==> src/hw/rtl/pipt_pkg.sv <==
`timescale 1ns / 1ps
`default_nettype none

package pipt_pkg;

  // Vertex store geometry
  localparam int unsigned MAX_VERTICES = 64;
  localparam int unsigned ADDR_W       = $clog2(MAX_VERTICES);
  localparam int unsigned CNT_W        = $clog2(MAX_VERTICES + 1);

  // Field and datapath widths
  localparam int unsigned COORD_W  = 16;
  localparam int unsigned VCOUNT_W = 7;
  localparam int unsigned DIFF_W   = COORD_W + 1;
  localparam int unsigned PROD_W   = 2 * DIFF_W;

  // Operation codes
  localparam logic [1:0] OP_APPEND = 2'd0;
  localparam logic [1:0] OP_CLEAR  = 2'd1;
  localparam logic [1:0] OP_QUERY  = 2'd2;

  typedef struct packed {
    logic [1:0]                 operation;
    logic signed [COORD_W-1:0]  coord_x;
    logic signed [COORD_W-1:0]  coord_y;
  } in_item_t;

  typedef struct packed {
    logic                 inside_res;
    logic [VCOUNT_W-1:0]  vertex_count;
    logic                 store_full;
  } out_item_t;

  // One store entry: y in the upper half, x in the lower half
  typedef struct packed {
    logic signed [COORD_W-1:0] y;
    logic signed [COORD_W-1:0] x;
  } vertex_t;

endpackage

`default_nettype wire

==> src/hw/rtl/point_in_polygon_crossing_test_unit.sv <==
`timescale 1ns / 1ps
`default_nettype none

// Even-odd point-in-polygon test over a stored vertex list.
// Input: an item (append vertex, clear polygon, query point) is taken on a
// rising edge with start high and busy low. Output: one result item per input
// item, shown on result_o for exactly one cycle while done_o is high; the
// receiver cannot stall, so results are never held back.
// Append, clear and the unused code: result in the cycle after the item is
// taken, and busy stays low, so such items can be given every cycle.
// Query of a polygon with N stored vertices: busy while the sequencer reads
// the N vertices, replays vertex 0 and drains the edge datapath; result in
// the first cycle with busy low (an empty store answers in the cycle after
// the item is taken). The pace is set by the single read port of the vertex
// memory, which yields one vertex per cycle, followed by a three-stage edge
// datapath (differences, two 17x17 products, compare).
// Reset clears the vertex count, the sequencer and the result strobe; store
// contents are undefined until written and only written entries are read.

module point_in_polygon_crossing_test_unit (
  input  wire logic                 clk_i,
  input  wire logic                 rst_ni,
  input  wire logic                 start,
  output logic                      busy,
  input  wire pipt_pkg::in_item_t   item_i,
  output logic                      done_o,
  output pipt_pkg::out_item_t       result_o
);

  typedef enum logic [1:0] {
    S_IDLE,
    S_READ,
    S_DRAIN
  } state_e;

  state_e                          state_q, state_d;
  logic [pipt_pkg::CNT_W-1:0]      count_q, count_d;
  logic [pipt_pkg::CNT_W-1:0]      rd_idx_q, rd_idx_d;
  logic                            rd_vld_q, rd_vld_d;
  logic                            rd_first_q, rd_first_d;
  logic                            close_q, close_d;
  logic                            e1_vld_q, e1_vld_d;
  logic                            e2_vld_q;
  logic                            odd_q, odd_d;
  logic                            done_q, done_d;
  pipt_pkg::out_item_t             res_q, res_d;

  logic                            accept;
  logic                            mem_we, mem_re;

  pipt_pkg::vertex_t               mem [pipt_pkg::MAX_VERTICES];
  pipt_pkg::vertex_t               rdata_q;

  logic signed [pipt_pkg::COORD_W-1:0] px_q, py_q;
  pipt_pkg::vertex_t               prev_q, v0_q;

  // Vertex stream feeding the edge datapath
  logic                            s_vld, s_first;
  pipt_pkg::vertex_t               s_vert;

  // Edge stage 1: differences
  logic signed [pipt_pkg::DIFF_W-1:0] a_c, dy_c, b_c, dx_c;
  logic                            straddle_c;
  logic signed [pipt_pkg::DIFF_W-1:0] e1_a_q, e1_dy_q, e1_b_q, e1_dx_q;
  logic                            e1_straddle_q, e1_dy_pos_q;

  // Edge stage 2: products
  logic signed [pipt_pkg::PROD_W-1:0] e2_lhs_q, e2_rhs_q;
  logic                            e2_straddle_q, e2_dy_pos_q;
  logic                            hit;

  assign busy   = (state_q != S_IDLE);
  assign accept = start && !busy;

  assign s_vld   = rd_vld_q || close_q;
  assign s_first = rd_vld_q && rd_first_q;
  assign s_vert  = close_q ? v0_q : rdata_q;

  assign straddle_c = (prev_q.y > py_q) != (s_vert.y > py_q);
  assign a_c  = pipt_pkg::DIFF_W'(px_q) - pipt_pkg::DIFF_W'(prev_q.x);
  assign b_c  = pipt_pkg::DIFF_W'(py_q) - pipt_pkg::DIFF_W'(prev_q.y);
  assign dy_c = pipt_pkg::DIFF_W'(s_vert.y) - pipt_pkg::DIFF_W'(prev_q.y);
  assign dx_c = pipt_pkg::DIFF_W'(s_vert.x) - pipt_pkg::DIFF_W'(prev_q.x);

  assign hit = e2_straddle_q &&
               (e2_dy_pos_q ? (e2_lhs_q < e2_rhs_q) : (e2_lhs_q > e2_rhs_q));

  always_comb begin
    state_d    = state_q;
    count_d    = count_q;
    rd_idx_d   = rd_idx_q;
    rd_vld_d   = 1'b0;
    rd_first_d = 1'b0;
    close_d    = 1'b0;
    e1_vld_d   = s_vld && !s_first;
    odd_d      = odd_q ^ (e2_vld_q && hit);
    done_d     = 1'b0;
    res_d      = res_q;
    mem_we     = 1'b0;
    mem_re     = 1'b0;

    case (state_q)
      S_IDLE: begin
        if (accept) begin
          res_d.inside_res = 1'b0;
          res_d.store_full = 1'b0;
          case (item_i.operation)
            pipt_pkg::OP_APPEND: begin
              done_d = 1'b1;
              if (count_q < pipt_pkg::CNT_W'(pipt_pkg::MAX_VERTICES)) begin
                mem_we  = 1'b1;
                count_d = count_q + 1'b1;
              end else begin
                res_d.store_full = 1'b1;
              end
            end
            pipt_pkg::OP_CLEAR: begin
              done_d  = 1'b1;
              count_d = '0;
            end
            pipt_pkg::OP_QUERY: begin
              odd_d    = 1'b0;
              rd_idx_d = '0;
              if (count_q == '0) begin
                done_d = 1'b1;
              end else begin
                state_d = S_READ;
              end
            end
            default: begin
              done_d = 1'b1;
            end
          endcase
          res_d.vertex_count = pipt_pkg::VCOUNT_W'(count_d);
        end
      end
      S_READ: begin
        if (rd_idx_q != count_q) begin
          mem_re     = 1'b1;
          rd_vld_d   = 1'b1;
          rd_first_d = (rd_idx_q == '0);
          rd_idx_d   = rd_idx_q + 1'b1;
        end else begin
          // replay vertex 0 to close the polygon
          close_d = 1'b1;
          state_d = S_DRAIN;
        end
      end
      S_DRAIN: begin
        if (!(rd_vld_q || close_q || e1_vld_q || e2_vld_q)) begin
          done_d           = 1'b1;
          res_d.inside_res = odd_q;
          state_d          = S_IDLE;
        end
      end
      default: begin
        state_d = S_IDLE;
      end
    endcase
  end

  always_ff @(posedge clk_i or negedge rst_ni) begin
    if (!rst_ni) begin
      state_q    <= S_IDLE;
      count_q    <= '0;
      rd_idx_q   <= '0;
      rd_vld_q   <= 1'b0;
      rd_first_q <= 1'b0;
      close_q    <= 1'b0;
      e1_vld_q   <= 1'b0;
      e2_vld_q   <= 1'b0;
      odd_q      <= 1'b0;
      done_q     <= 1'b0;
      res_q      <= '0;
    end else begin
      state_q    <= state_d;
      count_q    <= count_d;
      rd_idx_q   <= rd_idx_d;
      rd_vld_q   <= rd_vld_d;
      rd_first_q <= rd_first_d;
      close_q    <= close_d;
      e1_vld_q   <= e1_vld_d;
      e2_vld_q   <= e1_vld_q;
      odd_q      <= odd_d;
      done_q     <= done_d;
      res_q      <= res_d;
    end
  end

  // Vertex memory: one write port, one registered read port
  always_ff @(posedge clk_i) begin
    if (mem_we) begin
      mem[count_q[pipt_pkg::ADDR_W-1:0]] <= '{y: item_i.coord_y, x: item_i.coord_x};
    end
    if (mem_re) begin
      rdata_q <= mem[rd_idx_q[pipt_pkg::ADDR_W-1:0]];
    end
  end

  // Edge datapath
  always_ff @(posedge clk_i) begin
    if (accept && (item_i.operation == pipt_pkg::OP_QUERY)) begin
      px_q <= item_i.coord_x;
      py_q <= item_i.coord_y;
    end
    if (s_vld) begin
      prev_q <= s_vert;
    end
    if (s_first) begin
      v0_q <= s_vert;
    end
    e1_a_q        <= a_c;
    e1_b_q        <= b_c;
    e1_dy_q       <= dy_c;
    e1_dx_q       <= dx_c;
    e1_straddle_q <= straddle_c;
    e1_dy_pos_q   <= !dy_c[pipt_pkg::DIFF_W-1];
    e2_lhs_q      <= pipt_pkg::PROD_W'(e1_a_q) * pipt_pkg::PROD_W'(e1_dy_q);
    e2_rhs_q      <= pipt_pkg::PROD_W'(e1_b_q) * pipt_pkg::PROD_W'(e1_dx_q);
    e2_straddle_q <= e1_straddle_q;
    e2_dy_pos_q   <= e1_dy_pos_q;
  end

  assign done_o   = done_q;
  assign result_o = res_q;

  a_count_bound: assert property (@(posedge clk_i) disable iff (!rst_ni)
    count_q <= pipt_pkg::CNT_W'(pipt_pkg::MAX_VERTICES))
    else $error("vertex count above store depth");

  a_full_only_at_depth: assert property (@(posedge clk_i) disable iff (!rst_ni)
    (done_o && result_o.store_full) |->
      (count_q == pipt_pkg::CNT_W'(pipt_pkg::MAX_VERTICES)))
    else $error("append refused while store not full");

  a_short_op_answers: assert property (@(posedge clk_i) disable iff (!rst_ni)
    (accept && (item_i.operation != pipt_pkg::OP_QUERY)) |=> done_o)
    else $error("non-query item without result in next cycle");

  a_read_in_range: assert property (@(posedge clk_i) disable iff (!rst_ni)
    (state_q == S_READ) |-> (rd_idx_q <= count_q))
    else $error("read index past stored vertices");

endmodule

`default_nettype wire
==> config.mk <==
export PLATFORM = sky130hd
export DESIGN_NAME = point_in_polygon_crossing_test_unit
export DESIGN_NICKNAME = d
export VERILOG_FILES = /design/src/hw/rtl/pipt_pkg.sv /design/src/hw/rtl/point_in_polygon_crossing_test_unit.sv
export SDC_FILE = /design/constraint.sdc
export NUM_CORES = 2
export LEC_CHECK = 0
export BUFFER_PORTS_ARGS = -buffer_cell sky130_fd_sc_hd__buf_2
export CORE_MARGIN = 2
export CORE_UTILIZATION = 30
export DETAILED_ROUTE_END_ITERATION = 16
export GPL_ROUTABILITY_DRIVEN = 0
export PLACE_DENSITY = 0.56
export SLEW_MARGIN = 40
export SYNTH_ARGS = -nofsm -noshare
export SYNTH_HDL_FRONTEND = slang
export SYNTH_SLANG_ARGS = --single-unit
==> constraint.sdc <==
create_clock -name clk_i -period 6.56 [get_ports clk_i]
set_clock_uncertainty 0.1 [all_clocks]
set_input_delay 1.968 -clock clk_i [delete_from_list [all_inputs] [get_ports clk_i]]
set_output_delay 1.968 -clock clk_i [all_outputs]
set_load 0.02 [all_outputs]
### After elaboration in Yosys (flattened, before gate mapping)

Memories as Yosys holds them, arrays and structs flattened. A register that Yosys moved wholly into a read port is not among the register bits.
Cells that the tools add are included.

* register bits: 261
* memory bits (writable): 2048
* input bits: 37
* output and inout bits: 11
* word-level logic and storage cells: 117
* memories: 1

Memory list
* mem: words 64, width 32, read ports 1, clocked after memory_dff 1, write ports 1, line point_in_polygon_crossing_test_unit.sv:51 `pipt_pkg::vertex_t mem [pipt_pkg::MAX_VERTICES];`

* add/sub/neg operators: 6
* multiply operators: 2
* $lt $le $gt $ge: 5
* equality and inequality tests: 12
* muxes and demuxes: 39
* bitwise gates (word level): 1
* reductions and logical operators: 23

Operator list (number)
* multiplier 17 x 17 -> 34 bit: 2
* subtractor 16 x 16 -> 17 bit: 4
* > comparator 34 bit: 1
* less-than comparator 34 bit: 1
* > comparator 16 bit: 2
* two-way mux 32 bit: 1
* two-way mux 7 bit: 4
* case mux 7 bit (2 select lines): 2
* two-way mux 1 bit: 23
* adder 7 x 1 -> 7 bit, second input constant: 2
* zero test 7 bit: 2
* inequality test 2 bit, second input constant: 6
* two-way mux 2 bit: 5
* two-way mux 9 bit: 1
* less-than comparator 7 bit, second input constant: 1
* inequality test 7 bit: 1
* logical AND 1 bit: 6
* case mux 2 bit (3 select lines): 1
* nonzero test 2 bit: 3
* AND reduction 5 bit: 1
* equality test 2 x 1 -> 1 bit, second input constant: 2
* equality test 2 bit, second input constant: 2
* zero test 2 bit: 2
* case mux 1 bit (2 select lines): 2
* other kinds (7): 11

### Logic depth before layout (Yosys ltp)

* depth after elaboration: 8
* gate-level depth with buffers: 24
* gate-level depth less buffers: 22

### Worst setup path after synthesis

OpenSTA, ideal clock, no wires.

* path kind: register -> register
* start point: register e1_a_q[16] (netlist bit)
* end point: register e2_lhs_q[32] (netlist bit)
* arrival: 6.076 ns
* setup slack: 0.289 ns
* stages on the path, launching flop included: 19
* period minus slack after synthesis: 6.271 ns
* path through: dfxtp_1 clkbuf_1 nand2_1 inv_1 fa_1 fa_1 fa_1 fa_1 fa_1 inv_1 fa_1 inv_1 ha_1 or4_1 a21oi_1 o31ai_1 o41ai_4 or4b_1 o311ai_1

* cells in the longest elaborated chain, start to end: 1

Ends and longest elaborated chain
* start: declaration: line point_in_polygon_crossing_test_unit.sv:64 `logic signed [pipt_pkg::DIFF_W-1:0] e1_a_q, e1_dy_q, e1_b_q, e1_dx_q;`
* start signal: assignment: line point_in_polygon_crossing_test_unit.sv:212 `e1_a_q <= a_c;`
* multiplier 17 x 17 -> 34 bit: line point_in_polygon_crossing_test_unit.sv:218 `e2_lhs_q <= pipt_pkg::PROD_W'(e1_a_q) * pipt_pkg::PROD_W'(e1_dy_q);`
* end signal: assignment: line point_in_polygon_crossing_test_unit.sv:218
* end: declaration: line point_in_polygon_crossing_test_unit.sv:68 `logic signed [pipt_pkg::PROD_W-1:0] e2_lhs_q, e2_rhs_q;`

Every way passes these cells.
A chain may end at the register's enable or synchronous reset.

### Worst setup path in the final report

* start point: register e1_dy_q[16] (netlist bit)
* end point: register e2_lhs_q[26] (netlist bit)

* cells in the longest elaborated chain, start to end: 1

Ends and longest elaborated chain
* start: declaration: line point_in_polygon_crossing_test_unit.sv:64
* start signal: assignment: line point_in_polygon_crossing_test_unit.sv:214 `e1_dy_q <= dy_c;`
* multiplier 17 x 17 -> 34 bit: line point_in_polygon_crossing_test_unit.sv:218

Every way passes these cells.

==> results.yml <==
sta:
  tns_ns: 0
  min_period_ns: 6.263
  period_share_pct: 95.47
  rsz0062_at_grt: "no"
  hold_violations: 0
  maxSlewViolCount: 0
  slew_headroom_pct: 38.06
  worstMarginPinSlew_ns: 0.9212
  setup_violations: 0
  fmax_mhz: 159.7
setup_path:
  crit_slowest_cell: "fa_1"
  worstPathMaxFanout: 14
  reg2reg_depth: 20
  crit_path_cell_trace: "inv_1, nor2_1, fa_1, fa_1, fa_1, fa_1, fa_1, inv_1, fa_1, inv_1, ha_1, a21oi_1, o21ai_1, inv_1, o21ai_1, buf_4, o31ai_1, a21oi_1, nor4_1, a311o_1"
  cp.arrival_ns: 6.84
  worst_setup_path_end_kind: "register"
  start_kind: "register"
  crit_type: "reg2reg"
  crit_buf_inv: 5
  cp_top_family: "adder cells"
  crit_path_frequent_cell: "fa_1"
  required_ns: 7.14
  cp.depth: 20
  cpPeakStageDelay_ns: 0.54
routing:
  drc: 0
  wl_per_cell_um: 23.29
  postRouteAntennaNets: 0
  drtIter0Drc: 4642
  vias_per_cell: 4.814
  firstDrtPassIters: 6
  vias: 57110
  drt_wl_total_mm: 276.3
clock_tree:
  clk_pin_slew_worst_paths_ns: 0.06
  insertion_delay_ns: 0.94
  htreeDepth: 4
  cts.sinks: 2341
  cts_buffer_depth: 4
  numCtsBuffers: 242
  cts_tree: "built"
  cts_root_buffer: "clkbuf_16"
  postCtsSetupRepairBufs: 0
cells_and_area:
  nNetsFinal: 7613
  postLayoutCoreUtil_pct: 34.34
  final_common_cell: "edfxtp_1"
  drive_gt1_share_pct: 20.19
  final_cell_mix: "2176 x edfxtp_1, 739 x inv_1, 658 x mux4_2"
  fill_cells: 35160
  syn_to_final_growth_pct: 14.06
min_path:
  timing.hold.worst_path_depth: 0
  hp-class: "reg2reg"
synth:
  ys_seq_area_share_pct: 61.41
  syn_area_sq_um: 112000
  async_flop_share_pct: 1.068
  synthesis.nets: 7364
  yosys_warnings: 0
  synthCells: 6442
  ys_types: 78
  synthFlopType: "edfxtp_1"
  synth_area_per_cell_sq_um: 17.38
  synth-seq-cells: 2341
  synth-edff-count: 2176
die:
  fp-row-count: 224
  die_h_um: 615.0
  die-area_sq_um: 378200
  boundaryPins: 48
  start_util_pct: 30.11
  die_w_um: 615.0
  core_area_sq_um: 371900
run_status:
  outcome: "finished, final reports clean"
global_routing:
  grt_antenna_before_repair: 22
  grt-ovfl-total: 0
  track_usage_pct: 14.59
  grt_start_max_net_pins: 92
  grt_pass1_wl_mm: 412.7
  grt_pass1_vias: 61020
power:
  worst_ir_drop_vdd_mv: 0.2458
  p_per_area_nw_per_um2: 233.3
  p_leak_nw: 44.82
job:
  cap_violations: 0
placed_design:
  portBuffers: 47
  dp_hpwl_mm: 176.5
==> stage by stage <==
| step | cell area [sq um] | power [mW] | hold slack [ns] | instances | setup slack (ns) |
|---|---|---|---|---|---|
| after floorplan | 112000 | 16.61 | 0.2096 | 6442 | 0.2886 |
| after global placement | 119900 | 16.81 | 0.2113 | 11420 | 0.1810 |
| after global routing | 127700 | 30.71 | 0.2346 | 11860 | 0.002519 |
| final | 127700 | 29.80 | 0.2285 | 11860 | 0.2970 |
| after CTS | 127700 | 30.12 | 0.2322 | 11860 | 0.1582 |
| after detailed placement | 120100 | 16.83 | 0.2178 | 11420 | 0.1892 |
==> cell usage after synthesis (all sizes together) (23+ instances only) <==
library cell,count,area (sq um)
o21a,25,195.2
inv,740,2778
dfrtp,25,625.6
nand2,357,1340
nor2b,38,237.7
a21o,31,232.7
mux4,658,14820
nand3,40,200.2
ha,289,3616
o21ai,69,345.3
nand2b,23,143.9
edfxtp,2176,65340
and2,291,1821
a211oi,29,217.7
mux2,30,337.8
buf,83,405.4
xor2,26,227.7
fa,596,11930
xnor2,94,823.3
dfxtp,140,2803
clkbuf,169,634.4
a21oi,90,454.2
nor3,40,200.2
nor2,180,675.7
==> power breakdown <==
group / internal [mW] / total [mW] / switching [mW]
registers: 16.3 / 16.3 / 0.000000000151
logic: 0.0171 / 0.226 / 0.209
clock network: 7.61 / 13.3 / 5.68
==> routing by layer <==
metal	routed length (um)	track usage, %	part of all wire [%]
met3	13390	1.985	4.8
met4	5222	3.003	1.9
met1	118300	19.65	43
met5	33	0	0.012
met2	139300	25.13	50
==> final timing paths <==
check / start / end / slack (ns)
worst max-delay path: e1_dy_q[16] / e2_lhs_q[26] / 0.30
worst min-delay path: e1_straddle_q / e2_straddle_q / 0.23
worst max register to register: e1_dy_q[16] / e2_lhs_q[26] / 0.30
worst min register to register: e1_straddle_q / e2_straddle_q / 0.23
max in group asynchronous: rst_ni / rd_idx_q[1] / 4.98
min in group asynchronous: rst_ni / done_o / 0.89
==> logic make-up (layout without fill, tap and decap cells) <==
family                     count (synthesis)  in the layout  share of synthesized area, %
AOI/OAI and AO/OA                        357            357                         2.127
DFF                                     2341           2341                         61.41
muxes                                    700            700                         13.64
xor gates and xnor gates                 120            120                        0.9385
adders and majority gates                885            885                         13.88
and+or+nand+nor                         1047           1047                         4.590
other                                      0              7                             0
buffers and inverters                    992           1434                         3.409
==> layout make-up <==
class	instances	area (sq um)	share of cell area, %
clock buffers	299	6351	4.972
clock inverters	138	1225	0.9590
well taps	4972	6221	4.871
multi-input cells	3109	39920	31.26
inverters	740	2779	2.176
flip-flops and latches	2341	68820	53.88
diodes	7	17.52	0.01371
repair buffers	257	2390	1.871
==> registers in the layout (all words and copies together), names as in the netlist, 2 cells and up, named ones only <==
| signal | flops |
|---|---|
| e1_a_q | 17 |
| e1_dy_q | 17 |
| result_o | 2 |
| prev_q | 32 |
| state_q | 2 |
| py_q | 16 |
| rd_idx_q | 7 |
| rdata_q | 32 |
| e2_lhs_q | 34 |
| px_q | 16 |
| e2_rhs_q | 34 |
| e1_b_q | 17 |
| e1_dx_q | 17 |
| mem | 2048 |
| v0_q | 32 |
==> timing repair <==
| action | CTS | global route |
|---|---|---|
| endpoints found under the setup margin | 0 | 10 |
| hold buffers | 0 | 0 |
| resized for setup | 0 | 23 |
(Power assumes the default switching activity.)
